**config.mk**
```make
export PLATFORM = sky130hd
export DESIGN_NAME = slt_fifo
export DESIGN_NICKNAME = d
export VERILOG_FILES = /design/src/slt_fifo.sv
export SDC_FILE = /design/constraint.sdc
export NUM_CORES = 1
export LEC_CHECK = 0
export BUFFER_PORTS_ARGS = -buffer_cell sky130_fd_sc_hd__buf_2
export CORE_AREA = 2 2 39 41
export DETAILED_ROUTE_END_ITERATION = 16
export DIE_AREA = 0 0 41 43
export GPL_TIMING_DRIVEN = 0
export PLACE_DENSITY = 0.47
export RECOVER_POWER = 50
export SYNTH_ARGS = -nofsm -noshare
export SYNTH_HDL_FRONTEND = slang
export SYNTH_SLANG_ARGS = --single-unit
```
**constraint.sdc**
```tcl
create_clock -name clk_i -period 0.88 [get_ports clk_i]
set_input_delay 0.088 -clock clk_i [delete_from_list [all_inputs] [get_ports clk_i]]
set_output_delay 0.088 -clock clk_i [all_outputs]
set_load 0.01 [all_outputs]
```
**src/slt_fifo.sv**
```systemverilog
// Short first-in first-out queue between the front and the back.
// No dependencies.
`default_nettype none

module slt_fifo #(
  parameter int unsigned WIDTH = 1,
  parameter int unsigned DEPTH = 2,
  localparam int unsigned PW = (DEPTH > 1) ? $clog2(DEPTH) : 1,
  localparam int unsigned CW = $clog2(DEPTH + 1)
) (
  input  logic             clk_i,
  input  logic             rst_ni,
  input  logic             push_i,
  input  logic [WIDTH-1:0] wdata_i,
  input  logic             pop_i,
  output logic [WIDTH-1:0] rdata_o,
  output logic             full_o,
  output logic             empty_o
);

  logic [WIDTH-1:0] mem_q [DEPTH];
  logic [PW-1:0]    wr_q;
  logic [PW-1:0]    rd_q;
  logic [CW-1:0]    cnt_q;

  assign full_o  = (cnt_q == CW'(DEPTH));
  assign empty_o = (cnt_q == '0);
  assign rdata_o = mem_q[rd_q];

  // Pointers and fill count.
  always_ff @(posedge clk_i or negedge rst_ni) begin
    if (!rst_ni) begin
      wr_q  <= '0;
      rd_q  <= '0;
      cnt_q <= '0;
    end else begin
      if (push_i) begin
        wr_q <= (wr_q == PW'(DEPTH - 1)) ? '0 : wr_q + PW'(1);
      end
      if (pop_i) begin
        rd_q <= (rd_q == PW'(DEPTH - 1)) ? '0 : rd_q + PW'(1);
      end
      if (push_i && !pop_i) begin
        cnt_q <= cnt_q + CW'(1);
      end else if (pop_i && !push_i) begin
        cnt_q <= cnt_q - CW'(1);
      end
    end
  end

  // Entry storage.
  always_ff @(posedge clk_i) begin
    if (push_i) begin
      mem_q[wr_q] <= wdata_i;
    end
  end

endmodule

`default_nettype wire

```
=== Word-level counts from Yosys, hierarchy flattened ===
Memories as Yosys holds them, arrays and structs flattened.
Index checks and enable logic that the tools add are counted.
Widths: inputs -> output; s select.

* Register bits: 4
* Output and inout bits: 3
* Bits in latches: 0
* Memory bits (writable): 2
* Memories kept: 1
* Memory bits (read-only): 0
* Logic and storage cells: 21
* Input bits: 5

* Shift operators: 0
* Divide/modulo/power cells: 0
* Multipliers: 0
* Magnitude comparators: 0
* Reduce and logical (&&, ||, !) cells: 6
* Add/subtract/negate cells: 4
* Equal/unequal tests: 1
* Mux-type cells: 6
* Bitwise operators: 0

{| class="wikitable"
|+ Memories
! memory !! depth !! bits a word !! read ports !! clocked after Yosys merged registers in !! wr ports !! line !! RTL
|-
| mem_q || 2 || 1 || 1 || 0 || 1 || 21 || <nowiki>logic [WIDTH-1:0] mem_q [DEPTH];</nowiki>
|}

{| class="wikitable"
|+ Operators with widths
! operator !! number
|-
| $mux 1 || 4
|-
| $mux 2 || 2
|-
| $add 1x1->1 const B || 2
|-
| $add 2x1->2 const B || 1
|-
| $eq 2x2->1 const B || 1
|-
| $logic_and 1x1->1 || 2
|-
| $logic_not 1->1 || 2
|-
| $logic_not 2->1 || 1
|-
| $reduce_bool 2->1 || 1
|-
| $sub 2x1->2 const B || 1
|}

=== Longest topological paths before layout ===
* Word-level depth: 4
* Gate-level depth with buffers: 5
* Mapped depth without buffers: 5

=== Worst setup path before layout ===
Ideal clock, no wire load.

* Path type: reg2reg
* From: register cnt_q[0]
* To: register cnt_q[1]
* Setup slack: 10 ps
* Stages on the path, launching flop included: 4
* Data arrival time: 791 ps
* Path buffers: 0
* Clock period less this slack: 870 ps
* Setup time: 79 ps
* Required time: 801 ps
* Path through: dfrtp_1 > xor2_1 > nor2_1 > xor2_1

* Longest elaborated chain between the ends: 3
* Elaborated cells on any way between the ends: 4
* Classes of those cells: add/sub (2); mux (2)

{| class="wikitable"
|+ RTL lines
! what !! line !! RTL
|-
| start, declared || 24 || <nowiki>logic [CW-1:0] cnt_q;</nowiki>
|-
| start signal, assigned || 44 || <nowiki>cnt_q <= cnt_q + CW'(1);</nowiki>
|-
| start signal, assigned || 46 || <nowiki>cnt_q <= cnt_q - CW'(1);</nowiki>
|-
| $sub 2x1->2 || 46 ||
|-
| $mux 2 || 45 || <nowiki>end else if (pop_i && !push_i) begin</nowiki>
|-
| $mux 2 * || 43 || <nowiki>if (push_i && !pop_i) begin</nowiki>
|}

Mark *: on every way between the ends. The rest lies on a longest branch, timed or not. The select of a mux whose other input is x is not followed.
A chain may end at the register's enable or synchronous reset.

=== Worst setup path in the final report ===
* From: register rd_q
* To: output rdata_o

* Longest elaborated chain between the ends: 1

{| class="wikitable"
|+ RTL lines
! what !! line !! RTL
|-
| start, declared || 23 || <nowiki>logic [PW-1:0] rd_q;</nowiki>
|-
| start signal, assigned || 41 || <nowiki>rd_q <= (rd_q == PW'(DEPTH - 1)) ? '0 : rd_q + PW'(1);</nowiki>
|-
| $mem_v2 2x1 || n/a ||
|-
| end, declared || 16 || <nowiki>output logic [WIDTH-1:0] rdata_o,</nowiki>
|}

Every way passes these cells.

==> flow_metrics.py <==
metrics = {
    "layout": {
        "drive_above_1_share_pct": 42.9,
        "nFillCells": 151,
        "syn_to_final_growth_pct": 54.8,
        "diodes": 0,
        "nets": 42,
        "fin_cells": 51,
        "design_area_um2": 403,
    },
    "global_routing": {
        "grtUsageTotal_pct": 7.47,
        "antenna_found_initial": 0,
        "gr-total-overflow": 0,
        "grt_pass1_wl_um": 786,
        "first_global_vias": 202,
        "grt_max_degree": 5,
    },
    "clocking": {
        "cts_tree": "done",
        "cts_made_buffers": 3,
        "clk_pin_slew_ns": 0.05,
        "clkSinkCount": 6,
        "root_buffer": "clkbuf_4",
        "clock_latency_ns": 0.24,
        "clockBufferDepth": 2,
        "cts_max_level": 1,
    },
    "yosys": {
        "synth_edf_count": 2,
        "synth_area_per_cell_um2": 13.7,
        "syn_area_um2": 260,
        "synth_nets": 25,
        "post_synth_inst_count": 19,
        "synth_warnings": 0,
        "yosys_register_bits": 6,
        "ys_seq_area_share_pct": 61.5,
        "synthTopCellsByCount": "4 x dfrtp_1, 4 x xor2_1, 2 x edfxtp_1, 2 x nor2_1",
        "synth_top_cells_by_area": "dfrtp_1 38%, edfxtp_1 23%, xor2_1 13%",
        "ys_types": 11,
        "async_reset_ff_share_pct": 66.7,
        "synth_top_cell_by_area": "dfrtp_1",
        "yosysTopAreaCellShare_pct": 38.5,
        "synth_top_flop_cell": "dfrtp_1",
    },
    "worst_setup_path": {
        "crit_slowest_cell": "dfrtp_1",
        "cp_cell_sequence": "mux2_4 > buf_6",
        "path_buf_inv": 1,
        "cp-end-kind": "output pin",
        "worstSetupPathType": "flip-flop to output pin",
        "crit_arrival_ns": 1.04,
        "required_ns": 0.79,
        "cp_max_fo": 2,
        "crit_family": "flip-flops",
        "critPathLaunchType": "flip-flop",
        "crit_path_max_incr_delay_ns": 0.39,
    },
    "routing": {
        "vias": 184,
        "ant_nets": 0,
        "viasPerCell": 3.61,
        "drtIter0Drc": 1,
        "routed_wl_um": 489,
        "drc_errors": 0,
        "firstDrtPassIters": 2,
        "wl_per_cell_um": 9.59,
    },
    "floorplanning": {
        "die_h_um": 43,
        "ios": 8,
        "rows": 14,
        "dieArea_um2": 1760,
        "die_w_um": 41,
        "start_util_pct": 18.8,
        "core_area_um2": 1380,
    },
    "sta": {
        "setup_slack_ns": -0.252,
        "skew_ns": 0.00556,
        "hold_slack_ns": 0.0492,
        "hold_viol": 0,
        "setup_viol": 5,
        "worst_pin_slew_ns": 0.229,
        "rsz0062_at_grt": "yes",
        "relSlewSlack_pct": 84.7,
        "fin_crit_ns": 1.13,
        "drv_slew": 0,
        "fmax_ghz": 0.884,
        "finalCritPeriodShare_pct": 129,
    },
    "placement": {
        "place.gp.congestion": 0.536,
        "post-place-ws_ns": -0.0672,
        "detailed_place_hpwl_um": 351,
        "io_buffers": 7,
        "dp.cells": 42,
        "place_area_um2": 315,
    },
    "outcome": {
        "violations": "setup timing",
        "status": "finished, violations left",
    },
    "power_and_ir_drop": {
        "peakVddDrop_uv": 1280,
        "power_density_nw_per_um2": 3280,
        "p_leak_nw": 0.193,
    },
    "hold_path": {
        "hp-class": "input pin to flip-flop",
    },
    "job": {
        "maxCapViolations": 0,
    },
}
state kept, by name, indices dropped and copies added (netlist names):
name	flops
wr_q	1
mem_q	2
rd_q	1
cnt_q	2
worst paths after layout:
kind / start / end / slack (ns) / depth (start not counted)
min in group asynchronous: rst_ni / cnt_q[1] / 0.21 / 2
max reg2reg: cnt_q[0] / cnt_q[0] / -0.04 / 3
min: wdata_i / mem_q[0] / 0.05 / 1
max: rd_q / rdata_o / -0.25 / 2
min reg2reg: wr_q / wr_q / 0.48 / 1
max in group asynchronous: rst_ni / cnt_q[0] / 0.48 / 2
logic make-up (layout without fill, tap and decap cells):
family                     after synthesis  after routing  synth area share [%]
buffers and inverters                    1             17                  1.44
adders and majority gates                1              1                  4.81
DFF                                      6              6                  61.5
muxes                                    1              1                  4.33
xor gates and xnor gates                 5              5                  16.8
and+or+nand+nor                          5              5                  11.1
power breakdown:
part           switching (mW)  internal, mW
combinational           0.199         0.362
sequential             0.0853         0.409
clock                  0.0972         0.172
cells in the final DEF, fill, tap and decap left out:
cell type / n
xor2_1: 4
nor2_1: 2
nor2b_1: 1
edfxtp_1: 2
and2_1: 1
clkbuf_1: 3
dlygate4sd3_1: 1
buf_6: 2
buf_4: 4
clkbuf_4: 3
buf_2: 3
inv_1: 1
and2b_2: 1
ha_1: 1
xnor2_2: 1
mux2_4: 1
dfrtp_1: 4
metal layers:
layer	vias up	track usage (%)	share of wire [%]
met5	-	0	0
met1	82	8.50	43
met3	2	4.71	10
met2	8	9.38	46
li1	92	-	-
met4	0	6.00	1.2
final cells by class:
type / count / area, µm² / area share [%]
inverter: 1 / 3.75 / 0.932
clock buffer: 4 / 26.3 / 6.52
multi-input combinational: 12 / 108 / 26.7
sequential: 6 / 160 / 39.8
timing repair buffer: 12 / 85.1 / 21.1
tap: 16 / 20.0 / 4.97
timing repair:
item / in CTS / in global routing
endpoints found under the setup margin: 4 / 4
resized for setup: 3 / 1
hold buffers: 1 / 0
hold endpoints to repair: 4 / 0
setup buffers: 3 / 1
pin swaps: 4 / 1
stage by stage:
| stage | utilization [%] | total power, mW | TNS (ns) |
|---|---|---|---|
| 3_5_place_dp | 22.8 | 0.820 | -0.106 |
| 2_1_floorplan | - | 0.704 | 0 |
| 5_1_grt | 29.1 | 1.42 | -0.791 |
| 3_3_place_gp | 22.8 | 0.804 | -0.0463 |
| 6_report | 29.1 | 1.32 | -0.569 |
| 4_1_cts | 28.2 | 1.29 | -0.586 |
(Power assumes the default switching activity.)
