--- config.mk ---
export PLATFORM = sky130hd
export DESIGN_NAME = slt_ram
export DESIGN_NICKNAME = d
export VERILOG_FILES = /design/src/slt_ram.sv
export SDC_FILE = /design/constraint.sdc
export NUM_CORES = 1
export LEC_CHECK = 0
export ABC_AREA = 1
export BUFFER_PORTS_ARGS = -buffer_cell sky130_fd_sc_hd__buf_4
export CORE_MARGIN = 3
export CORE_UTILIZATION = 49
export CTS_BUF_LIST = sky130_fd_sc_hd__clkbuf_4 sky130_fd_sc_hd__clkbuf_8 sky130_fd_sc_hd__clkbuf_16
export CTS_CLUSTER_DIAMETER = 120
export DETAILED_ROUTE_END_ITERATION = 6
export GPL_TIMING_DRIVEN = 0
export PLACE_DENSITY_LB_ADDON = 0.12
export REMOVE_ABC_BUFFERS = 1
export SYNTH_ARGS = -nofsm -noshare
export SYNTH_HDL_FRONTEND = slang
export SYNTH_SLANG_ARGS = --single-unit
--- constraint.sdc ---
create_clock -name clk_i -period 1.1 [get_ports clk_i]
set_clock_uncertainty 0.05 [all_clocks]
set_input_delay 0 -clock clk_i [delete_from_list [all_inputs] [get_ports clk_i]]
set_output_delay 0 -clock clk_i [all_outputs]
set_load 0.05 [all_outputs]
--- src/slt_ram.sv ---
// Generic simple dual-port RAM: one write port, one read port with registered data.
// No dependencies.
`default_nettype none

module slt_ram #(
  parameter int unsigned WIDTH = 8,
  parameter int unsigned DEPTH = 2,
  localparam int unsigned AW = $clog2(DEPTH)
) (
  input  logic             clk_i,
  input  logic             we_i,
  input  logic [AW-1:0]    waddr_i,
  input  logic [WIDTH-1:0] wdata_i,
  input  logic             re_i,
  input  logic [AW-1:0]    raddr_i,
  output logic [WIDTH-1:0] rdata_o
);

  logic [WIDTH-1:0] mem_q [DEPTH];
  logic [WIDTH-1:0] rdata_q;

  // Write and registered read; read data holds until the next read.
  always_ff @(posedge clk_i) begin
    if (we_i) begin
      mem_q[waddr_i] <= wdata_i;
    end
    if (re_i) begin
      rdata_q <= mem_q[raddr_i];
    end
  end

  assign rdata_o = rdata_q;

endmodule

`default_nettype wire

[Yosys cells after proc, flatten, opt, wreduce, memory -nomap -nowiden]
Memories as Yosys holds them, arrays and structs flattened. A register that Yosys moved wholly into a read port is not among the register bits.
Index checks and enable logic that the tools add are counted.
Word-level totals
  latch bits: 0
  bits in read-only memories: 0
  bits in writable memories: 16
  input bits: 13
  memories kept: 1
  flip-flop bits (word level): 0
  output and inout bits: 8
  word-level logic and storage cells: 3
Cells by class
  mux-type cells: 2
  div/mod/pow operators: 0
  bitwise gates (word level): 0
  equal/unequal tests: 0
  shift operators: 0
  multiply operators: 0
  magnitude comparators: 0
  reductions and logical operators: 0
  $add $sub $neg: 0
Memories
  mem_q: depth 2, bits a word 8, read ports 1, clocked after memory_dff 1, wr ports 1, line 19  | logic [WIDTH-1:0] mem_q [DEPTH];
Operators with widths (count)
  two-way mux 1 bit: 2

[Logic depth before layout (Yosys ltp)]
Gate-level depths: netlist (run 1).
  depth in word-level cells: 2
  mapped depth: 4
  mapped depth without buffers: 3

[Worst setup path before layout (run 1)]
OpenSTA, ideal clock, no wires.
  path type: in2reg
  start point: input port we_i
  end point: memory mem_q[0][0], enable pin
  required time: 0.679 ns
  stages on the path: 2
  setup slack: 0.290 ns
  data arrival time: 0.389 ns
  buffers on the path: 0
  setup time: 0.371 ns
  cells stage by stage: inv_1 nor2_1
Between the ends
  longest elaborated chain between the ends: 2
RTL lines
  start, declared: line 11  | input logic we_i,
  two-way mux 1 bit: line 24  | if (we_i) begin
  two-way mux 1 bit (not written as such): line 25  | mem_q[waddr_i] <= wdata_i;
  end, declared: line 19
No other way between the ends.

[Worst setup path in the final report (run 1)]
  start point: register rdata_q[4] (netlist: rdata_o[4]), read port of mem_q
  end point: output port rdata_o[4]
RTL lines
  start, declared: line 20  | logic [WIDTH-1:0] rdata_q;
  end, declared: line 16  | output logic [WIDTH-1:0] rdata_o
No word-level cell between the ends.

==> results of run 1 <==
flip-flops by register name, summed over array words and instances (netlist names):
| name | flops |
|---|---|
| rdata_o | 8 |
| mem_q | 16 |
cell usage in the layout, fill, tap and decap left out:
cell type      Yosys  layout
inv_1              2       2
clkbuf_4           0       3
buf_4              0      20
nand2_1           25      25
dlygate4sd3_1      0      10
edfxtp_1          24      24
inv_2              1       1
nor2_1             1       1
cell type report:
cell class                      count  area share
Tap cell                           16     0.01784
Sequential cell                    24      0.6421
Inverter                            3     0.01003
Clock buffer                        3     0.02007
Multi-Input combinational cell     26     0.08696
Timing Repair Buffer               30      0.2230
logic make-up (layout without fill, tap and decap cells):
group                  Yosys count  after routing  share of synthesized area
buffers and inverters            4             36                    0.02678
DFF                             24             24                     0.8571
and+or+nand+nor                 26             26                     0.1161
power groups by stage:
stage / Combinational, W / Sequential [W] / Clock [W]
final: 0.000225 / 0.00109 / 0.000358
after global routing: 0.000245 / 0.00110 / 0.000405
after CTS: 0.000225 / 0.00109 / 0.000367
after detailed placement: 0.000197 / 0.00111 / 0
after global placement: 0.000195 / 0.00111 / 0
after floorplan: 0.0000353 / 0.00119 / 0
per-stage QoR:
stage               hold slack (ns)  cell area (sq um)  instances
floorplan                   0.04887              829.5         53
global placement             0.1354              999.7         89
detailed placement           0.1374              999.7         89
CTS                         0.07708               1122        102
global route                0.09994               1122        102
finish                      0.07089               1122        102
how the worst max path moves through the flow:
| stage | endpoint | cells after the start |
|---|---|---|
| 6_report | rdata_o[4] | 1 |
| 5_1_grt | rdata_o[4] | 1 |
| 4_1_cts | rdata_o[4] | 1 |
| 3_5_place_dp | mem_q[0][3]$_DFFE_PP_ | 2 |
| 3_3_place_gp | mem_q[0][3]$_DFFE_PP_ | 2 |
| 2_1_floorplan | mem_q[0][0]$_DFFE_PP_ | 2 |
layer usage:
metal | track usage | vias to the layer above
li1 | - | 247
met5 | 0 | -
met2 | 0.2380 | 29
met1 | 0.1399 | 220
met4 | 0.08287 | 0
met3 | 0.02256 | 5
==> reports/results.tsv, run 1 <==
stage	metric	value	unit
logic_synthesis	Post-synth EDFFs	24	
die	# rows	14	
cells_and_area	Layout Area Growth over Synthesis	33.48	%
logic_synthesis	synthesized area per cell	15.57	sq um
detailed_routing	Vias	501	
setup_path	reg2reg start	mem_q[1][2]$_DFFE_PP_	
detailed_routing	met3 WL	91	um
power	peak supply drop	0.9155	mV
cts	post-CTS repair timing setup buffer count	0	
sta	relative slew slack	0.5651	
sta	Max Clk Rate	1074	MHz
sta	setup TNS	0	ns
setup_path	CP max FO	1	
logic_synthesis	Mapped Cells	54	
worst_hold_path	worst hold path type	primary input to register	
grt	first-pass GRT wire length	1918	um
sta	# setup viols final	0	
sta	final worst setup slack	0.1688	ns
detailed_routing	DRC errors left	0	
cts	H-tree depth	1	
sta	worst-margin pin slew	0.6499	ns
sta	Hold Vio Cnt, Final	0	
cells_and_area	layout cell share with drive strength beyond 1	0.2791	
detailed_routing	Routed Antenna Nets	0	
die	Die Y	47.43	um
die	Ports	21	
logic_synthesis	top_reg_cell synth	edfxtp_1	
cts	Clock Sinks	24	
setup_path	crit-path cells	buf_4	
die	core area	1559	sq um
cells_and_area	nets@finish	101	
cts	Max Buffers Root-to-Sink	2	
detailed_routing	Routed wire per std cell	11.53	um
cells_and_area	Finished Core Util	0.7199	
setup_path	crit start category	register	
detailed_routing	via/cell ratio	4.912	
power	Pleak	0.4735	nW
cells_and_area	register area	720.7	sq um
cts	CTS tree	yes	
logic_synthesis	synthesis-stage register bit count	24	
logic_synthesis	cell taking the most area after synthesis	edfxtp_1	
setup_path	critical path endpoint category	primary output	
cts	TritonCTS buffer count	3	
cts	PostCTS Resize Cnt	0	
worst_hold_path	Hold Crit Endpoint	mem_q[0][0]$_DFFE_PP_	
power	Power Total	0.001676	W
logic_synthesis	Yosys Warn Count	0	
sta	Final Max Slew Viols	0	
cts	clk_lat worst skew	0.30	ns
detailed_routing	drt pass-1 iters	4	
setup_path	CP Data Arrival Time	0.88	ns
cells_and_area	# fillers	96	
logic_synthesis	main area contributors after synthesis	edfxtp_1 (86%), nand2_1 (11%), buf_6 (1.3%)	
status	status	complete, no violations	
placed_design	hpwl dp	719.1	um
cts	clock-pin slew on the worst setup and hold paths	0.11	ns
grt	number of global-route vias before repair	483	
detailed_routing	M1 WL	458	um
worst_hold_path	worst hold path depth	2	
power	Psw	0.0003805	W
grt	GR Overflow Total	0	
die	die width	47.43	um
cells_and_area	area of the multi-input gates	97.59	sq um
cts	root buffer cell	clkbuf_4	
detailed_routing	routed wire length	1176	um
placed_design	Port Buffers	20	
power	Sw Ratio	0.2271	
logic_synthesis	count leader, synth	nand2_1	
setup_path	Reg2Reg Depth	2	
power	sequential share of power	0.652	
detailed_routing	Top Metal Used	met4	
setup_path	Required @ worst endpoint	1.05	ns
placed_design	Setup WS pre-CTS	0.01830	ns
logic_synthesis	synth unique cells	6	
logic_synthesis	sequential area share after synthesis	0.8571	
grt	GRT Total Usage	0.1316	
die	Starting Density	0.5393	
power	Clk pwr share	0.214	
run	max_cap viols	0	
worst_hold_path	HP Start	waddr_i	
power	Gate power share	0.134	
cells_and_area	antenna fix cells	0	
grt	largest net degree at the start of global routing	13	
logic_synthesis	post-synth top area share	0.8571	
sta	fin crit period	0.9312	ns
setup_path	WS Path Type	register to primary output	
logic_synthesis	mapped cell area	840.8	sq um
sta	Final Cycle Share	0.8465	
setup_path	reg2reg end	rdata_o[2]$_DFFE_PP_	
die	DIE AREA	2249	sq um
logic_synthesis	FFs w/ async S/R, synth	0	
setup_path	Slowest-stage cell, CP	edfxtp_1	
power	internal power	0.001295	W
setup_path	Critical Path Source	rdata_o[4]$_DFFE_PP_	
setup_path	WP buf/inv	1	
detailed_routing	1st-iter DRT viols	12	
setup_path	Top delay family on crit path	flip-flops	
power	pwr/cell area	1493	nW/um^2
setup_path	CP max stage delay	0.38	ns
logic_synthesis	Post-synth top cells	nand2_1 (25), edfxtp_1 (24), inv_1 (2)	
grt	initial antenna violation count	0	
detailed_routing	met2 wire len	591	um
cts	hold-fix buffer count after cts	10	
placed_design	placer congestion estimate	0.6353	
sta	RSZ-0062 raised after global routing	no	
setup_path	R2R setup slack	0.30	ns
No activity file was read; power rests on OpenSTA's default activity.
==> inputs of run 2 (changes only) <==
- clock period: 1.1 -> 0.93 ns (I/O delays scaled with it)
==> reports/results.tsv, run 2 (same netlist as run 1, synthesis figures left out) <==
stage	metric	value	unit	change
status	status	finished with violations		was complete, no violations
status	failing checks	negative setup slack		
cts	H-tree depth	1		unchanged
detailed_routing	DRC errors left	0		unchanged
cells_and_area	antenna fix cells	0		unchanged
setup_path	crit start category	register		unchanged
cts	root buffer cell	clkbuf_4		unchanged
cts	TritonCTS buffer count	3		unchanged
grt	GR Overflow Total	0		unchanged
placed_design	placer congestion estimate	0.6353		unchanged
die	DIE AREA	2249	sq um	unchanged
grt	largest net degree at the start of global routing	13		unchanged
worst_hold_path	worst hold path type	primary input to register		unchanged
sta	worst-margin pin slew	0.6461	ns	was 0.6499 ns
cells_and_area	commonest non-fill, non-tap cell in the layout	nand2_1		unchanged
power	Pleak	0.4845	nW	was 0.4735 nW
cells_and_area	Largest register FFs	16		unchanged
grt	initial antenna violation count	0		unchanged
detailed_routing	via/cell ratio	4.833		was 4.912
placed_design	Port Buffers	20		unchanged
setup_path	CP max FO	1		unchanged
detailed_routing	Routed Antenna Nets	0		unchanged
cts	Clock Sinks	24		unchanged
setup_path	Slowest-stage cell, CP	edfxtp_1		unchanged
grt	GRT Total Usage	0.1332		was 0.1316
die	# rows	14		unchanged
cells_and_area	Layout Area Growth over Synthesis	37.50	%	was 33.48%
setup_path	WP buf/inv	1		unchanged
cts	CTS tree	yes		unchanged
detailed_routing	Routed wire per std cell	12.16	um	was 11.53 um
placed_design	hpwl dp	719.1	um	unchanged
detailed_routing	routed wire length	1240	um	was 1176 um
setup_path	crit-path cells	buf_6		was buf_4
cells_and_area	layout cell share with drive strength beyond 1	0.2791		unchanged
detailed_routing	1st-iter DRT viols	11		was 12
cts	clk_lat worst skew	0.30	ns	about the same
power	peak supply drop	1.071	mV	was 0.9155 mV
sta	setup TNS	-0.01340	ns	was 0 ns
sta	Max Clk Rate	1063	MHz	
setup_path	Required @ worst endpoint	0.88	ns	was 1.05 ns
cts	clock-pin slew on the worst setup and hold paths	0.12	ns	was 0.11 ns
sta	fin crit period	0.9406	ns	
cells_and_area	largest reg by FF count	mem_q		unchanged
die	Die Y	47.43	um	unchanged
sta	relative slew slack	0.5677		was 0.5651
detailed_routing	Vias	493		was 501
sta	final worst setup slack	-0.01060	ns	was 0.1688 ns
sta	Final Max Slew Viols	0		unchanged
sta	Hold Vio Cnt, Final	0		unchanged
sta	Final Cycle Share	1.011		
setup_path	CP max stage delay	0.41	ns	was 0.38 ns
sta	RSZ-0062 raised after global routing	yes		was no
setup_path	CP Data Arrival Time	0.89	ns	was 0.88 ns
setup_path	critical path endpoint category	primary output		unchanged
cells_and_area	# fillers	94		was 96
placed_design	Setup WS pre-CTS	-0.1517	ns	was 0.01830 ns
setup_path	WS Path Type	register to primary output		unchanged
cells_and_area	area of the multi-input gates	97.59	sq um	unchanged
detailed_routing	drt pass-1 iters	4		unchanged
die	Starting Density	0.5393		unchanged
grt	first-pass GRT wire length	1938	um	was 1918 um
power	pwr/cell area	1748	nW/um^2	was 1493 nW/um^2
sta	# setup viols final	2		was 0
die	Ports	21		unchanged
cells_and_area	register area	720.7	sq um	unchanged
grt	number of global-route vias before repair	486		was 483
die	core area	1559	sq um	unchanged
cells_and_area	nets@finish	101		unchanged
cells_and_area	commonest cells after routing, fill and taps aside	nand2_1 (25), edfxtp_1 (24), buf_4 (11)		was nand2_1 (25), edfxtp_1 (24), buf_4 (20)
run	max_cap viols	0		unchanged
cts	Max Buffers Root-to-Sink	2		unchanged
die	die width	47.43	um	unchanged
setup_path	Top delay family on crit path	flip-flops		unchanged
==> run 2: cell types whose count changed in the layout (fill, tap and decap cells not counted) <==
| cell | before | now |
|---|---|---|
| buf_6 | 0 | 9 |
| buf_4 | 20 | 11 |
==> run 2: metal layers <==
metal / GRT usage / share of wire / vias up
li1: - / - / 247
met1: 0.1399 / 0.45 / 219
met2: 0.2433 / 0.47 / 22
met3: 0.02256 / 0.053 / 5
met4: 0.08287 / 0.027 / 0
met5: 0 / 0 / -
==> run 2: per-stage QoR <==
stage / hold slack (ns) / cells / util / instance area [sq um] / power [W]
3_3_place_gp: 0.1354 / 89 / 0.6413 / 999.7 / 0.001545
5_1_grt: 0.09691 / 102 / 0.7416 / 1156 / 0.002095
2_1_floorplan: 0.04887 / 53 / - / 829.5 / 0.001448
4_1_cts: 0.07708 / 102 / 0.7344 / 1145 / 0.002007
6_report: 0.06194 / 102 / 0.7416 / 1156 / 0.002021
3_5_place_dp: 0.1374 / 89 / 0.6413 / 999.7 / 0.001549
==> run 2: layout make-up <==
class / instances / area share
well taps: 16 / 0.01732
multi-input cells: 26 / 0.08442
flip-flops and latches: 24 / 0.6234
repair buffers: 30 / 0.2457
inverters: 3 / 0.009740
clock buffers: 3 / 0.01948
==> run 2: final timing paths <==
kind	startpoint	to	slack [ns]	cells past startpoint
worst min-delay path	waddr_i	mem_q[0][0]$_DFFE_PP_	0.06	2
worst max register to register	mem_q[1][2]$_DFFE_PP_	rdata_o[2]$_DFFE_PP_	0.13	2
worst max-delay path	rdata_o[0]$_DFFE_PP_	rdata_o[0]	-0.01	1
worst min register to register	mem_q[0][3]$_DFFE_PP_	rdata_o[3]$_DFFE_PP_	0.48	2
==> run 2: what timing repair did <==
| item | 4_1_cts | 5_1_grt |
|---|---|---|
| gates cloned | 0 | 0 |
| endpoints found under the setup margin | 6 | 9 |
| buffers inserted | 0 | 0 |
| pin swaps | 0 | 0 |
| gates resized for setup | 6 | 3 |
| hold endpoints to repair | 27 | 0 |
| hold buffers | 10 | 0 |
==> run 2: power breakdown <==
group	switching (W)	internal (W)
registers	0.0000217	0.00128
clock network	0.000288	0.000151
logic	0.000162	0.000122
total	0.000471	0.00155
