File: config.mk
export PLATFORM = sky130hd
export DESIGN_NAME = slt_front
export DESIGN_NICKNAME = d
export VERILOG_FILES = /design/src/slt_pkg.sv /design/src/slt_front.sv
export SDC_FILE = /design/constraint.sdc
export NUM_CORES = 1
export LEC_CHECK = 0
export ABC_AREA = 1
export CORE_MARGIN = 8
export CORE_UTILIZATION = 55
export CTS_CLUSTER_SIZE = 8
export DETAILED_ROUTE_END_ITERATION = 12
export DONT_BUFFER_PORTS = 1
export MAX_ROUTING_LAYER = met4
export PLACE_DENSITY = 0.81
export SYNTH_ARGS = -nofsm -noshare
export SYNTH_HDL_FRONTEND = slang
export SYNTH_SLANG_ARGS = --single-unit
File: constraint.sdc
create_clock -name clk_i -period 4.4 [get_ports clk_i]
set_input_delay 0 -clock clk_i [delete_from_list [all_inputs] [get_ports clk_i]]
set_output_delay 0 -clock clk_i [all_outputs]
set_load 0.05 [all_outputs]
File: src/slt_pkg.sv
// Shared types, character codes and escape helpers for the line trace ring.
// Used by the front, the back and the top level.
`default_nettype none

package slt_pkg;

  // Default geometry of the ring.
  localparam int unsigned SLOT_COUNT_DEF = 128;
  localparam int unsigned LINE_WIDTH_DEF = 160;

  // Depth of the queue between front and back.
  localparam int unsigned QUEUE_DEPTH = 2;

  // Width of a stored line length and of a pending byte count.
  localparam int unsigned LEN_W = 8;

  // Character codes.
  localparam logic [7:0] CH_LF      = 8'h0A;
  localparam logic [7:0] CH_CR      = 8'h0D;
  localparam logic [7:0] CH_TAB     = 8'h09;
  localparam logic [7:0] CH_QUOTE   = 8'h22;
  localparam logic [7:0] CH_BSLASH  = 8'h5C;
  localparam logic [7:0] CTRL_LIMIT = 8'h20;
  localparam logic [7:0] CH_ZERO    = 8'h30;
  localparam logic [7:0] CH_LOW_A   = 8'h61;
  localparam logic [7:0] CH_LOW_N   = 8'h6E;
  localparam logic [7:0] CH_LOW_R   = 8'h72;
  localparam logic [7:0] CH_LOW_T   = 8'h74;
  localparam logic [7:0] CH_LOW_U   = 8'h75;

  // Request codes.
  typedef enum logic [1:0] {
    MODE_APPEND = 2'd0,
    MODE_LOCATE = 2'd1,
    MODE_READ   = 2'd2,
    MODE_NONE   = 2'd3
  } mode_e;

  // One input beat.
  typedef struct packed {
    logic [1:0]  mode;
    logic [7:0]  byte_in;
    logic [31:0] line_seq;
    logic [7:0]  line_budget;
    logic [7:0]  char_offset;
  } item_t;

  // One result beat.
  typedef struct packed {
    logic [7:0]  out_byte;
    logic        last;
    logic [31:0] start_seq;
    logic [31:0] end_seq;
    logic [31:0] newest_seq;
    logic [7:0]  line_length;
    logic        line_valid;
  } result_t;

  // Classified request handed from the front to the back.
  typedef struct packed {
    mode_e       kind;
    logic [31:0] newest;
    logic [31:0] start;
    logic [7:0]  take;
    logic [7:0]  offset;
    logic        held;
  } desc_t;

  // Lowercase hex digit of a nibble.
  function automatic logic [7:0] hex_digit(input logic [3:0] v);
    logic [7:0] r;
    if (v < 4'd10) begin
      r = CH_ZERO + {4'b0000, v};
    end else begin
      r = CH_LOW_A + {4'b0000, v} - 8'd10;
    end
    return r;
  endfunction

  // Number of bytes in the escaped form of a character.
  function automatic logic [2:0] esc_count(input logic [7:0] c);
    logic [2:0] n;
    case (c)
      CH_QUOTE, CH_BSLASH, CH_LF, CH_TAB, CH_CR: n = 3'd2;
      default: begin
        if (c < CTRL_LIMIT) begin
          n = 3'd6;
        end else begin
          n = 3'd1;
        end
      end
    endcase
    return n;
  endfunction

  // Byte k of the escaped form of a character.
  function automatic logic [7:0] esc_byte(input logic [7:0] c, input logic [2:0] k);
    logic [7:0] r;
    r = c;
    case (c)
      CH_QUOTE:  r = (k == 3'd0) ? CH_BSLASH : CH_QUOTE;
      CH_BSLASH: r = CH_BSLASH;
      CH_LF:     r = (k == 3'd0) ? CH_BSLASH : CH_LOW_N;
      CH_TAB:    r = (k == 3'd0) ? CH_BSLASH : CH_LOW_T;
      CH_CR:     r = (k == 3'd0) ? CH_BSLASH : CH_LOW_R;
      default: begin
        if (c < CTRL_LIMIT) begin
          case (k)
            3'd0:    r = CH_BSLASH;
            3'd1:    r = CH_LOW_U;
            3'd2:    r = CH_ZERO;
            3'd3:    r = CH_ZERO;
            3'd4:    r = hex_digit(c[7:4]);
            default: r = hex_digit(c[3:0]);
          endcase
        end
      end
    endcase
    return r;
  endfunction

endpackage

`default_nettype wire

File: src/slt_front.sv
// Front of the trace ring: accepts beats, builds and commits lines, keeps the
// sequence window and classifies locate and read requests. Uses slt_pkg.
`default_nettype none

module slt_front #(
  parameter int unsigned SLOT_COUNT = slt_pkg::SLOT_COUNT_DEF,
  parameter int unsigned LINE_WIDTH = slt_pkg::LINE_WIDTH_DEF,
  localparam int unsigned ROWS = 2 * SLOT_COUNT,
  localparam int unsigned RW = $clog2(ROWS),
  localparam int unsigned TW = $clog2(ROWS * LINE_WIDTH)
) (
  input  logic                         clk_i,
  input  logic                         rst_ni,
  input  logic                         item_valid_i,
  output logic                         item_ready_o,
  input  slt_pkg::item_t               item_i,
  input  logic                         full_i,
  output logic                         push_o,
  output slt_pkg::desc_t               push_desc_o,
  output logic [RW-1:0]                push_row_o,
  output logic                         text_we_o,
  output logic [TW-1:0]                text_waddr_o,
  output logic [7:0]                   text_wdata_o,
  output logic                         len_we_o,
  output logic [RW-1:0]                len_waddr_o,
  output logic [slt_pkg::LEN_W-1:0]    len_wdata_o
);
  import slt_pkg::*;

  logic [31:0]      next_q, next_d;
  logic [31:0]      oldest_q, oldest_d;
  logic [RW-1:0]    row_q, row_d;
  logic [TW-1:0]    base_q, base_d;
  logic [LEN_W-1:0] cnt_q, cnt_d;
  logic [LEN_W-1:0] cnt_inc;

  logic accept, is_append, is_lf, is_cr, store, full_hit, commit;
  logic seq_wrap, row_last;

  logic        below, above, held;
  logic [31:0] win, span, avail, start;
  logic [7:0]  take;
  logic [RW-1:0] k;
  logic [RW:0]   rdiff, rwrap;

  // Handshake: a beat enters whenever the queue has room.
  assign item_ready_o = !full_i;
  assign accept       = item_valid_i && !full_i;
  assign push_o       = accept;

  // Append decoding.
  assign is_append = accept && (mode_e'(item_i.mode) == MODE_APPEND);
  assign is_lf     = (item_i.byte_in == CH_LF);
  assign is_cr     = (item_i.byte_in == CH_CR);
  assign store     = is_append && !is_lf && !is_cr;
  assign cnt_inc   = cnt_q + LEN_W'(1);
  assign full_hit  = store && (cnt_inc == LEN_W'(LINE_WIDTH));
  assign commit    = (is_append && is_lf && (cnt_q != '0)) || full_hit;

  // Pending bytes go straight into the row that the next line will own.
  assign text_we_o    = store;
  assign text_waddr_o = base_q + TW'(cnt_q);
  assign text_wdata_o = item_i.byte_in;

  // A commit records the line length for the pending row.
  assign len_we_o    = commit;
  assign len_waddr_o = row_q;
  assign len_wdata_o = full_hit ? cnt_inc : cnt_q;

  assign seq_wrap = (next_q == '1);
  assign row_last = (row_q == RW'(ROWS - 1));

  // Next state of the line builder and the sequence window.
  always_comb begin
    next_d   = next_q;
    oldest_d = oldest_q;
    row_d    = row_q;
    base_d   = base_q;
    cnt_d    = cnt_q;
    if (store) begin
      cnt_d = cnt_inc;
    end
    if (commit) begin
      cnt_d = '0;
      if (seq_wrap) begin
        // The window restarts at zero after the sequence wraps.
        next_d   = '0;
        oldest_d = '0;
        row_d    = '0;
        base_d   = '0;
      end else begin
        next_d   = next_q + 32'd1;
        oldest_d = (next_q >= 32'(SLOT_COUNT)) ? oldest_q + 32'd1 : oldest_q;
        row_d    = row_last ? '0 : row_q + RW'(1);
        base_d   = row_last ? '0 : base_q + TW'(LINE_WIDTH);
      end
    end
  end

  always_ff @(posedge clk_i or negedge rst_ni) begin
    if (!rst_ni) begin
      next_q   <= '0;
      oldest_q <= '0;
      row_q    <= '0;
      base_q   <= '0;
      cnt_q    <= '0;
    end else begin
      next_q   <= next_d;
      oldest_q <= oldest_d;
      row_q    <= row_d;
      base_q   <= base_d;
      cnt_q    <= cnt_d;
    end
  end

  // Window position of the requested sequence.
  assign below = (item_i.line_seq < oldest_q);
  assign above = (item_i.line_seq > next_q);
  assign held  = !below && (item_i.line_seq < next_q);
  assign win   = next_q - oldest_q;
  assign span  = next_q - item_i.line_seq;

  // Locate: clamp to the window and limit the line count.
  always_comb begin
    if (below) begin
      start = oldest_q;
      avail = win;
    end else if (above) begin
      start = next_q;
      avail = '0;
    end else begin
      start = item_i.line_seq;
      avail = span;
    end
    if ((avail[31:8] != '0) || (avail[7:0] >= item_i.line_budget)) begin
      take = item_i.line_budget;
    end else begin
      take = avail[7:0];
    end
  end

  // Read: a held line sits k rows behind the pending row, modulo the row count.
  assign k          = next_q[RW-1:0] - item_i.line_seq[RW-1:0];
  assign rdiff      = {1'b0, row_q} - {1'b0, k};
  assign rwrap      = rdiff + (RW + 1)'(ROWS);
  assign push_row_o = rdiff[RW] ? rwrap[RW-1:0] : rdiff[RW-1:0];

  // Classified request for the back.
  always_comb begin
    push_desc_o.kind   = mode_e'(item_i.mode);
    push_desc_o.newest = next_d;
    push_desc_o.start  = start;
    push_desc_o.take   = take;
    push_desc_o.offset = item_i.char_offset;
    push_desc_o.held   = held;
  end

endmodule

`default_nettype wire

Yosys cells after proc, flatten, opt, wreduce, memory -nomap -nowiden. Index checks and enable logic that the tools add are counted. W data, S select, Z words.

Flip-flop bits (word level): 96. Output and inout port bits: 135. Bits of input ports: 62. Word-level logic and storage cells: 63.

Muxes and demuxes: 17. Add/sub/neg operators: 11. Reduce and logical (&&, ||, !) cells: 20. Equal/unequal tests: 5. $lt $le $gt $ge: 5.

Operator list (count): $mux W32 (8); $add A32 B1 Y32 const B (2); $lt A32 B32 Y1 (2); $sub A32 B32 Y32 (2); $mux W8 (7); $eq A32 B32 Y1 const B (1); $ge A32 B8 Y1 const B (1); $gt A32 B32 Y1 (1); $mux W16 (2); $add A8 B1 Y8 const B (3); $reduce_bool A24 Y1 (1); $add A16 B8 Y16 (1); $add A16 B8 Y16 const B (1); $eq A8 B4 Y1 const B (2); $eq A8 B8 Y1 const B (2); $sub A8 B8 Y9 (1); $ge A8 B8 Y1 (1); $logic_and A1 B1 Y1 (8); $reduce_bool A8 Y1 (1); $sub A8 B8 Y8 (1); $logic_not A1 Y1 (4); $reduce_bool A2 Y1 (2); $logic_not A2 Y1 (1); $logic_or A1 B1 Y1 (2); $reduce_and A2 Y1 (1).

Logic depth before layout (Yosys ltp).
Depth after elaboration: 8. Mapped depth: 24.

Worst setup path after synthesis. Ideal clock, no wire load.

Path type: register to output. From: reg next_q[0]. To: out push_desc_o[10] (netlist bit). Required time: 4.400 ns. Arrival time: 4.078 ns. Cell stages (with the launch flop): 23. Setup slack: 0.322 ns. Path through: dfrtp_1 clkinv_1 ha_1 inv_1 fa_1 nand3_1 nand3_2 nand2_1 nand2_1 nand2_1 nand2_2 a21oi_4 buf_6 nor2_1 inv_2 o22ai_1 ha_1 a21oi_1 o21ai_0 a211oi_1 nand4_4 nand2_1 nand2_1.

RTL lines: from (decl) (RTL line slt_front.sv:30) `logic [31:0] next_q, next_d;`; from (signal assigned) (RTL line slt_front.sv:108) `next_q <= next_d;`; to (decl) (RTL line slt_front.sv:19) `output slt_pkg::desc_t push_desc_o,`.

==> results.yml <==
grt:
  grt_pass1_wl_um: 83700
  grt_usage_pct: 36.1
  grt_pass1_vias: 15100
  grt_max_degree: 92
  grt-ovfl-total: 0
  antenna_found_initial: 0
finish:
  area_delta_synth_final_pct: 9.63
  nets: 2622
  drive_above_1_share_pct: 7.08
  multiInputGateArea_um2: 9680
  finalNonFillerCells: 2767
  regArea_um2: 2280
  nFillCells: 2459
sta:
  max_freq_mhz: 240
  maxSlewHeadroom_pct: 16.9
  skew_ps: 13.1
  slew_viol_final: 0
  tightest_slew_ps: 1240
  setup_viol: 0
  fin_ws_ps: 231
  final_hold_viol_count: 0
  setup_tns_ps: 0
  rsz0062_at_grt: "false"
  period_share_pct: 94.7
  fin_crit_ps: 4170
yosys:
  async_flop_share_pct: 100
  synth_warnings: 0
  yosysTopAreaCell: "nand2_1"
  synth_edf_count: 0
  synthTopCellsByCount: "nand2_1, inv_1, nor2_1"
  ys_seq_elements: 91
  synth_cell_types: 51
  postSynthAreaPerCell_um2: 5.73
  synth_most_common_cell: "nand2_1"
  seq_area_frac_synth_pct: 16.6
  syn-cell-area_um2: 13700
  synth_flop_cell: "dfrtp_1"
  synth.top_cells.by_area: "nand2_1, dfrtp_1, ha_1"
  netlist_instances: 2392
  synth_top_area_share_pct: 22.0
  synth_nets: 2577
critical_path:
  start_kind: "flip-flop"
  reg2reg_setup_slack_ps: 710
  rr_worst_depth: 12
  rr_startpoint: "cnt_q[2]"
  cp_max_fo: 8
  worstPathRequired_ps: 4400
  critPathCaptureType: "primary output"
  worst_r2r_endpoint: "next_q[3]"
  critPathKind: "reg2out"
  critPathArrivalTime_ps: 4170
placement:
  port_buffers: 0
  dp.cells: 2740
  post-place-ws_ps: 489
  gp_congestion: 1.04
  dpl.hpwl_um: 46300
hold_path:
  worstHoldPathType: "in2out"
  holdCritStartpoint: "item_i[0]"
  min_path_cells: 0
  hold_path_end: "push_desc_o[1]"
routing:
  first_iter_violations: 1591
  ant_nets: 0
  routed_via_density: 5.85
  drc: 0
  first_pass_iters: 7
  routed_wl_um: 55400
  routedWlPerCell_um: 20.0
  vias: 16200
floorplan:
  die_w_um: 174
  coreArea_um2: 24400
  num_rows: 57
  die_area_um2: 30200
  initial_core_util_pct: 56.2
  die_h_um: 174
  num_io_pins: 197
cts:
  cts_root_buffer: "clkbuf_16"
  clock-sinks: 91
  cts_buffer_depth: 2
  cts_buffers: 9
  cts_tree: "built"
  clk_latency_ps: 360
  clk_pin_slew_ps: 80
  ctsHtreeMaxLevel: 3
run_status:
  status: "completed"
job:
  max_cap_violations: 0
pwr:
  p_leak_uw: 0.00815
  ir_drop_uv: 396
  power_density_nw_per_um2: 184
how the worst max path moves through the flow:
stage | startpoint | to | slack (ps) | cells after the start
after floorplan | next_q[0] | push_desc_o[10] | 320 | 22
final | next_q[0] | push_desc_o[12] | 230 | 20
after detailed placement | next_q[21] | push_desc_o[12] | 490 | 18
after global placement | next_q[21] | push_desc_o[14] | 570 | 18
after global routing | next_q[0] | push_desc_o[16] | 5 | 20
after CTS | next_q[21] | push_desc_o[12] | 70 | 18
worst max-delay path, stage by stage (launching register included):
cell	delay (ps)
dfrtp_1	420
clkinvlp_4	110
buf_4	100
ha_1	130
inv_1	110
fa_1	460
nand3_1	100
nand3_1	210
nand2_1	120
nand2_1	130
xnor2_1	300
o22ai_1	180
ha_1	310
nand2_1	100
nor2_1	50
a211oi_1	240
buf_4	210
nand4_4	160
nand2_1	100
nand2_1	100
buf_12	170
logic make-up after synthesis:
group                      after synthesis  share of synthesized area (%)
AOI/OAI and AO/OA                      271                           11.6
xor gates and xnor gates                74                           4.73
adders and majority gates              123                           11.4
buffers and inverters                  463                           13.5
DFF                                     91                           16.6
muxes                                    1                         0.0731
and+or+nand+nor                       1369                           42.1
per-layer routing:
metal / vias up / GRT usage [%] / wire [um]
met5: - / - / 0
met4: 0 / 17.9 / 3190
met2: 804 / 59.5 / 25800
li1: 7730 / - / -
met1: 7460 / 42.0 / 21800
met3: 185 / 5.97 / 4630
cell type report:
cell class,count,area share (%)
repair buffers,90,5.35
flip-flops and latches,91,15.2
clock buffers,9,1.50
multi-input cells,1838,64.5
diodes,1,0.0167
inverters,407,10.2
clock inverters,7,0.608
well taps,324,2.70
per-stage QoR:
step	instance area [um^2]	power, uW	util [%]	hold WS [ps]
3_3_place_gp	14500	1880	59.6	-293
6_report	15000	2760	61.6	0.0220
5_1_grt	15000	2890	61.6	0.0529
2_1_floorplan	13700	1730	-	-296
4_1_cts	14900	2740	61.1	0.341
3_5_place_dp	14500	1900	59.6	-294
timing repair:
action                                 4_1_cts  5_1_grt
setup endpoints to repair                    0       17
gates resized for setup                      0       21
endpoints found under the hold margin       92        0
hold buffers                                 4        0
setup buffers                                0        6
registers in the layout, summed over array words and instances, names as in the netlist:
name / cells
oldest_q: 32
base_q: 11
len_waddr_o: 8
cnt_q: 8
next_q: 32
report_power, final:
part / total, uW / switching [uW] / internal (uW)
clock: 830 / 419 / 412
combinational: 992 / 730 / 261
sequential: 941 / 77.9 / 864
cell usage in the layout (no fill, tap or decap), types with 59 or more instances in the layout:
cell type	instances
a21oi_1	90
buf_4	78
dfrtp_1	89
ha_1	110
inv_1	391
nand2_1	804
nand3_1	119
nand4_1	62
nor2_1	244
nor3_1	63
xor2_1	59
Power figures use the tool's default switching activity.
