**config.mk**
```make
export PLATFORM = sky130hd
export DESIGN_NAME = slt_back
export DESIGN_NICKNAME = d
export VERILOG_FILES = /design/src/slt_pkg.sv /design/src/slt_back.sv
export SDC_FILE = /design/constraint.sdc
export NUM_CORES = 1
export LEC_CHECK = 0
export ABC_AREA = 1
export ABC_CLOCK_PERIOD_IN_PS = 16800
export BUFFER_PORTS_ARGS = -buffer_cell sky130_fd_sc_hd__buf_2
export CAP_MARGIN = 15
export CORE_ASPECT_RATIO = 1.5
export CORE_UTILIZATION = 47
export CTS_CLUSTER_DIAMETER = 60
export DETAILED_ROUTE_END_ITERATION = 12
export MAX_ROUTING_LAYER = met4
export PLACE_DENSITY = 0.84
export REMOVE_ABC_BUFFERS = 1
export SYNTH_ARGS = -nofsm -noshare
export SYNTH_HDL_FRONTEND = slang
export SYNTH_SLANG_ARGS = --single-unit
```
**constraint.sdc**
```tcl
create_clock -name clk_i -period 16.8 [get_ports clk_i]
set_input_delay 5.04 -clock clk_i [delete_from_list [all_inputs] [get_ports clk_i]]
set_output_delay 5.04 -clock clk_i [all_outputs]
set_load 0.01 [all_outputs]
```
**src/slt_pkg.sv**
```systemverilog
// Shared types, character codes and escape helpers for the line trace ring.
// Used by the front, the back and the top level.
`default_nettype none

package slt_pkg;

  // Default geometry of the ring.
  localparam int unsigned SLOT_COUNT_DEF = 128;
  localparam int unsigned LINE_WIDTH_DEF = 160;

  // Depth of the queue between front and back.
  localparam int unsigned QUEUE_DEPTH = 2;

  // Width of a stored line length and of a pending byte count.
  localparam int unsigned LEN_W = 8;

  // Character codes.
  localparam logic [7:0] CH_LF      = 8'h0A;
  localparam logic [7:0] CH_CR      = 8'h0D;
  localparam logic [7:0] CH_TAB     = 8'h09;
  localparam logic [7:0] CH_QUOTE   = 8'h22;
  localparam logic [7:0] CH_BSLASH  = 8'h5C;
  localparam logic [7:0] CTRL_LIMIT = 8'h20;
  localparam logic [7:0] CH_ZERO    = 8'h30;
  localparam logic [7:0] CH_LOW_A   = 8'h61;
  localparam logic [7:0] CH_LOW_N   = 8'h6E;
  localparam logic [7:0] CH_LOW_R   = 8'h72;
  localparam logic [7:0] CH_LOW_T   = 8'h74;
  localparam logic [7:0] CH_LOW_U   = 8'h75;

  // Request codes.
  typedef enum logic [1:0] {
    MODE_APPEND = 2'd0,
    MODE_LOCATE = 2'd1,
    MODE_READ   = 2'd2,
    MODE_NONE   = 2'd3
  } mode_e;

  // One input beat.
  typedef struct packed {
    logic [1:0]  mode;
    logic [7:0]  byte_in;
    logic [31:0] line_seq;
    logic [7:0]  line_budget;
    logic [7:0]  char_offset;
  } item_t;

  // One result beat.
  typedef struct packed {
    logic [7:0]  out_byte;
    logic        last;
    logic [31:0] start_seq;
    logic [31:0] end_seq;
    logic [31:0] newest_seq;
    logic [7:0]  line_length;
    logic        line_valid;
  } result_t;

  // Classified request handed from the front to the back.
  typedef struct packed {
    mode_e       kind;
    logic [31:0] newest;
    logic [31:0] start;
    logic [7:0]  take;
    logic [7:0]  offset;
    logic        held;
  } desc_t;

  // Lowercase hex digit of a nibble.
  function automatic logic [7:0] hex_digit(input logic [3:0] v);
    logic [7:0] r;
    if (v < 4'd10) begin
      r = CH_ZERO + {4'b0000, v};
    end else begin
      r = CH_LOW_A + {4'b0000, v} - 8'd10;
    end
    return r;
  endfunction

  // Number of bytes in the escaped form of a character.
  function automatic logic [2:0] esc_count(input logic [7:0] c);
    logic [2:0] n;
    case (c)
      CH_QUOTE, CH_BSLASH, CH_LF, CH_TAB, CH_CR: n = 3'd2;
      default: begin
        if (c < CTRL_LIMIT) begin
          n = 3'd6;
        end else begin
          n = 3'd1;
        end
      end
    endcase
    return n;
  endfunction

  // Byte k of the escaped form of a character.
  function automatic logic [7:0] esc_byte(input logic [7:0] c, input logic [2:0] k);
    logic [7:0] r;
    r = c;
    case (c)
      CH_QUOTE:  r = (k == 3'd0) ? CH_BSLASH : CH_QUOTE;
      CH_BSLASH: r = CH_BSLASH;
      CH_LF:     r = (k == 3'd0) ? CH_BSLASH : CH_LOW_N;
      CH_TAB:    r = (k == 3'd0) ? CH_BSLASH : CH_LOW_T;
      CH_CR:     r = (k == 3'd0) ? CH_BSLASH : CH_LOW_R;
      default: begin
        if (c < CTRL_LIMIT) begin
          case (k)
            3'd0:    r = CH_BSLASH;
            3'd1:    r = CH_LOW_U;
            3'd2:    r = CH_ZERO;
            3'd3:    r = CH_ZERO;
            3'd4:    r = hex_digit(c[7:4]);
            default: r = hex_digit(c[3:0]);
          endcase
        end
      end
    endcase
    return r;
  endfunction

endpackage

`default_nettype wire

```
**src/slt_back.sv**
```systemverilog
// Back of the trace ring: reads the ring for each queued request, escapes the
// character and emits result beats through an output register. Uses slt_pkg.
`default_nettype none

module slt_back #(
  parameter int unsigned SLOT_COUNT = slt_pkg::SLOT_COUNT_DEF,
  parameter int unsigned LINE_WIDTH = slt_pkg::LINE_WIDTH_DEF,
  localparam int unsigned ROWS = 2 * SLOT_COUNT,
  localparam int unsigned RW = $clog2(ROWS),
  localparam int unsigned TW = $clog2(ROWS * LINE_WIDTH)
) (
  input  logic                      clk_i,
  input  logic                      rst_ni,
  input  logic                      q_empty_i,
  output logic                      q_pop_o,
  input  slt_pkg::desc_t            desc_i,
  input  logic [RW-1:0]             row_i,
  output logic                      text_re_o,
  output logic [TW-1:0]             text_raddr_o,
  input  logic [7:0]                text_rdata_i,
  output logic                      len_re_o,
  output logic [RW-1:0]             len_raddr_o,
  input  logic [slt_pkg::LEN_W-1:0] len_rdata_i,
  output logic                      result_valid_o,
  input  logic                      result_ready_i,
  output slt_pkg::result_t          result_o
);
  import slt_pkg::*;

  desc_t      e_q;
  logic       e_valid_q;
  logic [2:0] idx_q;
  logic       out_valid_q;
  result_t    out_q;

  result_t    cur;
  logic       out_free, step, e_done, pop;
  logic [2:0] n;
  logic       hit;
  logic [LEN_W-1:0] line_len;

  // Pipeline control: a request leaves the stage with its final beat.
  assign out_free = !out_valid_q || result_ready_i;
  assign step     = e_valid_q && out_free;
  assign e_done   = step && cur.last;
  assign pop      = !q_empty_i && (!e_valid_q || e_done);

  assign q_pop_o  = pop;

  // Ring reads are issued as a request is taken from the queue.
  assign text_re_o    = pop;
  assign text_raddr_o = TW'(row_i) * TW'(LINE_WIDTH) + TW'(desc_i.offset);
  assign len_re_o     = pop;
  assign len_raddr_o  = row_i;

  // Character checks on the read data.
  assign n        = esc_count(text_rdata_i);
  assign hit      = e_q.held && (e_q.offset < len_rdata_i);
  assign line_len = e_q.held ? len_rdata_i : '0;

  // Current result beat.
  always_comb begin
    cur            = '0;
    cur.newest_seq = e_q.newest;
    cur.last       = 1'b1;
    case (e_q.kind)
      MODE_LOCATE: begin
        cur.start_seq = e_q.start;
        cur.end_seq   = e_q.start + 32'(e_q.take);
      end
      MODE_READ: begin
        cur.line_length = line_len;
        if (hit) begin
          cur.out_byte   = esc_byte(text_rdata_i, idx_q);
          cur.line_valid = 1'b1;
          cur.last       = (idx_q == n - 3'd1);
        end
      end
      default: begin
      end
    endcase
  end

  // Stage and output register control.
  always_ff @(posedge clk_i or negedge rst_ni) begin
    if (!rst_ni) begin
      e_valid_q   <= 1'b0;
      idx_q       <= '0;
      out_valid_q <= 1'b0;
    end else begin
      if (pop) begin
        e_valid_q <= 1'b1;
        idx_q     <= '0;
      end else if (e_done) begin
        e_valid_q <= 1'b0;
      end else if (step) begin
        idx_q <= idx_q + 3'd1;
      end
      if (step) begin
        out_valid_q <= 1'b1;
      end else if (result_ready_i) begin
        out_valid_q <= 1'b0;
      end
    end
  end

  // Payload registers.
  always_ff @(posedge clk_i) begin
    if (pop) begin
      e_q <= desc_i;
    end
    if (step) begin
      out_q <= cur;
    end
  end

  assign result_valid_o = out_valid_q;
  assign result_o       = out_q;

endmodule

`default_nettype wire

```
Word level (Yosys, flattened, before mapping):

Index checks and enable logic that the tools add are counted.

* register bits: 202
* input bits: 111
* output and inout port bits: 142
* logic and storage cells: 83

* $add $sub $neg: 10
* multipliers: 1
* $lt $le $gt $ge: 4
* equality and inequality tests: 13
* mux-type cells: 21
* reduce and logical (&&, ||, !) cells: 18

Operators by type and width (number)
* one-hot mux 8 bit (5 select lines): 1
* adder 32 x 8 -> 32 bit: 1
* one-hot mux 8 bit (4 select lines): 1
* == test 8 x 4 -> 1 bit (second input constant): 3
* 2-to-1 mux 8 bit: 3
* 2-to-1 mux 6 bit: 3
* adder 16 x 8 -> 16 bit: 1
* adder 7 x 4 -> 8 bit (first input constant): 2
* subtractor 8 x 4 -> 8 bit (second input constant): 2
* 2-to-1 mux 3 bit: 5
* adder 6 x 4 -> 7 bit (first input constant): 2
* multiplier 8 x 3 -> 11 bit (second input constant): 1
* == test 8 x 6 -> 1 bit (second input constant): 1
* == test 8 x 7 -> 1 bit (second input constant): 1
* < comparator 4 bit (second input constant): 2
* < comparator 8 x 6 -> 1 bit (second input constant): 1
* < comparator 8 bit: 1
* 2-to-1 mux 1 bit: 7
* 2-to-1 mux 7 bit: 1
* == test 3 x 2 -> 1 bit (second input constant): 2
* AND reduction 2 bit: 3
* nonzero test 2 bit: 3
* OR reduction 5 bit: 1
* logical AND 1 bit: 4
* other kinds (12): 15

Longest topological paths before layout:

* depth after elaboration: 12
* mapped depth: 15
* mapped depth without buffers: 15

Least setup slack after synthesis:

Ideal clock, no wire load.

* path type: input to output
* from: input result_ready_i
* to: output q_pop_o
* arrival: 12496 ps
* required time: 11760 ps
* path slack: -736 ps
* stages: 7
* path buffers: 1
* path through: inv_1 -> nand2_1 -> nand2_1 -> inv_1 -> nand2_1 -> a21oi_1 -> buf_4

* word-level cells in the longest chain between the ends: 5

RTL lines
* start: declaration: RTL line slt_back.sv:25 `input logic result_ready_i,`
* logical OR 1 bit: RTL line slt_back.sv:43 `assign out_free = !out_valid_q || result_ready_i;`
* logical AND 1 bit: RTL line slt_back.sv:44 `assign step = e_valid_q && out_free;`
* net step: RTL line slt_back.sv:37 `logic out_free, step, e_done, pop;`
* logical AND 1 bit: RTL line slt_back.sv:45 `assign e_done = step && cur.last;`
* logical OR 1 bit: RTL line slt_back.sv:46 `assign pop = !q_empty_i && (!e_valid_q || e_done);`
* logical AND 1 bit: RTL line slt_back.sv:46
* end: declaration: RTL line slt_back.sv:15 `output logic q_pop_o,`

The timed path passes the listed nets, and every way through them passes these cells.

Worst setup path after layout:

* from: input row_i[1]
* to: output text_raddr_o[15]

* word-level cells in the longest chain between the ends: 2

RTL lines
* start: declaration: RTL line slt_back.sv:17 `input logic [RW-1:0] row_i,`
* multiplier 8 x 3 -> 11 bit: RTL line slt_back.sv:52 `assign text_raddr_o = TW'(row_i) * TW'(LINE_WIDTH) + TW'(desc_i.offset);`
* adder 16 x 8 -> 16 bit: RTL line slt_back.sv:52
* end: declaration: RTL line slt_back.sv:19 `output logic [TW-1:0] text_raddr_o,`

No other way between the ends.

==> flow_results.xml <==
<?xml version="1.0" encoding="UTF-8"?>
<metrics>
  <group name="worst_hold_path">
    <metric name="hold_class" unit="">reg -&gt; reg</metric>
    <metric name="holdPathEnd" unit="">result_o[29]</metric>
    <metric name="hold-path-cell-count" unit="">0</metric>
    <metric name="holdCritStartpoint" unit="">cur[29]</metric>
  </group>
  <group name="global_route">
    <metric name="number_of_global_route_vias_before_repair" unit="">6478</metric>
    <metric name="gr-total-overflow" unit="">0</metric>
    <metric name="antenna_found_initial" unit="">11</metric>
    <metric name="total_grt_usage" unit="">0.2187</metric>
    <metric name="maximum_number_of_pins_on_one_net_before_global_route_repair" unit="">79</metric>
    <metric name="grt_pass1_wl" unit="mm">31.77</metric>
  </group>
  <group name="clocking">
    <metric name="postCtsResizedCells" unit="">0</metric>
    <metric name="tritoncts.num_buffers" unit="">20</metric>
    <metric name="tritoncts_num_sinks" unit="">202</metric>
    <metric name="cts_htree_levels" unit="">1</metric>
    <metric name="ctsRootBufferMaster" unit="">clkbuf_16</metric>
    <metric name="tritoncts" unit="">yes</metric>
    <metric name="clock_path_buffers" unit="">3</metric>
    <metric name="clock_latency" unit="ns">0.49</metric>
    <metric name="clk_pin_slew_worst_paths" unit="ns">0.06</metric>
    <metric name="postCtsSetupBuffers" unit="">0</metric>
    <metric name="cts_hold_buffers" unit="">0</metric>
  </group>
  <group name="pwr">
    <metric name="ir_worst_vdd" unit="mV">0.07528</metric>
    <metric name="fin_total_pwr" unit="mW">1.200</metric>
    <metric name="p_leak" unit="nW">4.982</metric>
    <metric name="powerDensity" unit="nW/um^2">107.2</metric>
  </group>
  <group name="floorplan">
    <metric name="fp.dieH" unit="microns">171.9</metric>
    <metric name="num_io_pins" unit="">253</metric>
    <metric name="die_x" unit="microns">115.3</metric>
    <metric name="floorplan.initialDensity" unit="">0.4836</metric>
    <metric name="die-area" unit="sq um">19810</metric>
    <metric name="core_area" unit="sq um">18700</metric>
    <metric name="row_count" unit="">61</metric>
  </group>
  <group name="sta">
    <metric name="timing.final.ws_setup" unit="ns">4.302</metric>
    <metric name="hold_slack" unit="ns">0.4173</metric>
    <metric name="count_of_final_hold_check_violations" unit="">0</metric>
    <metric name="fin_skew" unit="ns">0.01016</metric>
    <metric name="actual_transition_at_the_worst_max_transition_pin" unit="ns">1.037</metric>
    <metric name="timing.fmax" unit="MHz">80.02</metric>
    <metric name="finalWorstPathRequiredPeriod" unit="ns">12.50</metric>
    <metric name="grt_setup_unrepaired" unit="">no</metric>
    <metric name="worst_slew_margin_rel" unit="">0.3084</metric>
    <metric name="maxSlewViolCount" unit="">0</metric>
    <metric name="post-route-period-util" unit="">0.7439</metric>
    <metric name="timing.final.setup_violations" unit="">0</metric>
  </group>
  <group name="logic_synthesis">
    <metric name="synthFlopType" unit="">edfxtp_1</metric>
    <metric name="ys_seq_elements" unit="">202</metric>
    <metric name="synthesis.instances" unit="">751</metric>
    <metric name="synth_top_cells_by_area" unit="">edfxtp_1 65%, ha_1 5.8%, inv_1 4.4%, nand2_1 3.7%, nor2_1 3.7%</metric>
    <metric name="syn_avg_cell_area" unit="sq um">12.04</metric>
    <metric name="synth_edf_count" unit="">197</metric>
    <metric name="synth.lib_cells_used.distinct" unit="">42</metric>
    <metric name="post-synth-top-area-fraction" unit="">0.6541</metric>
    <metric name="synth_sequential_area_ratio" unit="">0.6680</metric>
    <metric name="yosysWarningCount" unit="">0</metric>
    <metric name="syn_area" unit="sq um">9044</metric>
    <metric name="synthArstFlopShare" unit="">0.02475</metric>
    <metric name="synth_area_leader_cell" unit="">edfxtp_1</metric>
  </group>
  <group name="drt">
    <metric name="route.vias.total" unit="">6459</metric>
    <metric name="drt_iter0_drc" unit="">388</metric>
    <metric name="remaining_antenna_violation_count_after_routing" unit="">0</metric>
    <metric name="average_wire_length_per_cell_after_detail_routing" unit="microns">16.61</metric>
    <metric name="detail_route.wirelength" unit="mm">21.33</metric>
    <metric name="viasPerCell" unit="">5.030</metric>
    <metric name="detail_route.first_pass.iterations" unit="">5</metric>
    <metric name="post-route-drc-count" unit="">0</metric>
  </group>
  <group name="final_layout">
    <metric name="design.final.nets" unit="">1164</metric>
    <metric name="syn2layout_area_growth" unit="%">23.71</metric>
    <metric name="most-common-layout-cells" unit="">252 x buf_2, 197 x edfxtp_1, 104 x inv_1</metric>
    <metric name="drive_gt1_frac" unit="">0.3046</metric>
    <metric name="final_common_cell" unit="">buf_2</metric>
  </group>
  <group name="placed_design">
    <metric name="hpwlAfterDp" unit="mm">15.54</metric>
    <metric name="dp_worst_setup_slack" unit="ns">4.322</metric>
    <metric name="finalWeightedCongestion" unit="">0.8842</metric>
    <metric name="portBuffers" unit="">252</metric>
  </group>
  <group name="worst_setup_path">
    <metric name="timing.reg2reg.worst_path_depth" unit="">10</metric>
    <metric name="critPathRequiredTime" unit="ns">11.76</metric>
    <metric name="worst_r2r_endpoint" unit="">e_q[47]</metric>
    <metric name="ff2ff_setup_slack" unit="ns">13.66</metric>
    <metric name="cp-end-kind" unit="">primary output</metric>
    <metric name="worst-path-max-fanout" unit="">4</metric>
    <metric name="worstReg2RegStart" unit="">e_q[2]</metric>
    <metric name="worst_ep_arrival_time" unit="ns">7.46</metric>
    <metric name="worstSetupStartpointType" unit="">input pin</metric>
    <metric name="critPathKind" unit="">in -&gt; out</metric>
  </group>
  <group name="flow_run">
    <metric name="timing.max_cap.violations" unit="">0</metric>
  </group>
  <group name="status">
    <metric name="outcome" unit="">finished, final reports clean</metric>
  </group>
</metrics>
## critical path, cell delays in order
cell,delay [ns]
buf_2,0.12
ha_1,0.29
ha_1,0.22
fa_1,0.47
a21oi_1,0.16
o21ai_0,0.17
xnor2_1,0.22
nor3_1,0.30
nand2_1,0.11
o21ai_0,0.20
buf_2,0.16
## synth_stat cells, types with 4 or more instances
| cell | instances |
|---|---|
| nor4_1 | 5 |
| nor2_1 | 88 |
| o21a_1 | 5 |
| ha_1 | 42 |
| clkbuf_1 | 6 |
| xor2_1 | 7 |
| nand3_1 | 28 |
| edfxtp_1 | 197 |
| nor3_1 | 7 |
| xnor2_1 | 6 |
| nand2_2 | 4 |
| inv_1 | 105 |
| a21oi_1 | 57 |
| nand4_1 | 8 |
| nand2_1 | 88 |
| dfrtp_1 | 5 |
| o21ai_0 | 33 |
| buf_4 | 16 |
## routing by layer
layer,GRT usage,vias up,wire [microns]
met2,0.4102,245,11650
met3,0.04662,55,1422
met4,0.09599,0,761
li1,-,3126,-
met1,0.2132,3033,7491
met5,-,-,0
## state kept, by name (all words and copies together), names as in the netlist
| signal | count |
|---|---|
| result_o | 114 |
| e_q | 51 |
| cur | 32 |
| idx_q | 3 |
| e_valid_q | 1 |
| result_valid_o | 1 |
## through the flow
step | util | std cells | cell area, sq um | setup TNS, ns
after detailed placement | 0.5631 | 1238 | 10530 | 0
after floorplan | - | 729 | 8901 | -1.173
final | 0.5983 | 1284 | 11190 | 0
after global placement | 0.5631 | 1238 | 10530 | 0
after global routing | 0.5983 | 1284 | 11190 | 0
after CTS | 0.5969 | 1273 | 11160 | 0
## cell type report
cell class / instances / area [sq um]
Antenna cell: 11 / 27.53
Clock buffer: 24 / 536.8
Clock inverter: 11 / 95.09
Fill cell: 1498 / 7511
Inverter: 109 / 411.6
Multi-Input combinational cell: 418 / 2462
Sequential cell: 202 / 6041
Tap cell: 252 / 315.3
Timing Repair Buffer: 257 / 1299
## how the worst max path moves through the flow
stage                        start                to
global route              row_i[1]  text_raddr_o[15]
finish                    row_i[1]  text_raddr_o[15]
CTS                       row_i[1]  text_raddr_o[15]
detailed placement        row_i[1]  text_raddr_o[15]
floorplan           result_ready_i          len_re_o
global placement          row_i[1]  text_raddr_o[15]
## cell families after synthesis
| logic type | Yosys count | share of synthesized area |
|---|---|---|
| XOR/XNOR | 13 | 0.01259 |
| adder cells (fa/ha/maj) | 45 | 0.06475 |
| AND/OR/NAND/NOR | 245 | 0.1229 |
| flip-flops | 202 | 0.6680 |
| buffers and inverters | 131 | 0.06101 |
| AO/OA/AOI/OAI | 115 | 0.07084 |
## power breakdown
group	leakage, nW	internal, mW	switching [mW]
logic	2.71	0.0550	0.0987
registers	1.97	0.599	0.0136
clock network	0.306	0.246	0.187
Power figures use the tool's default switching activity.
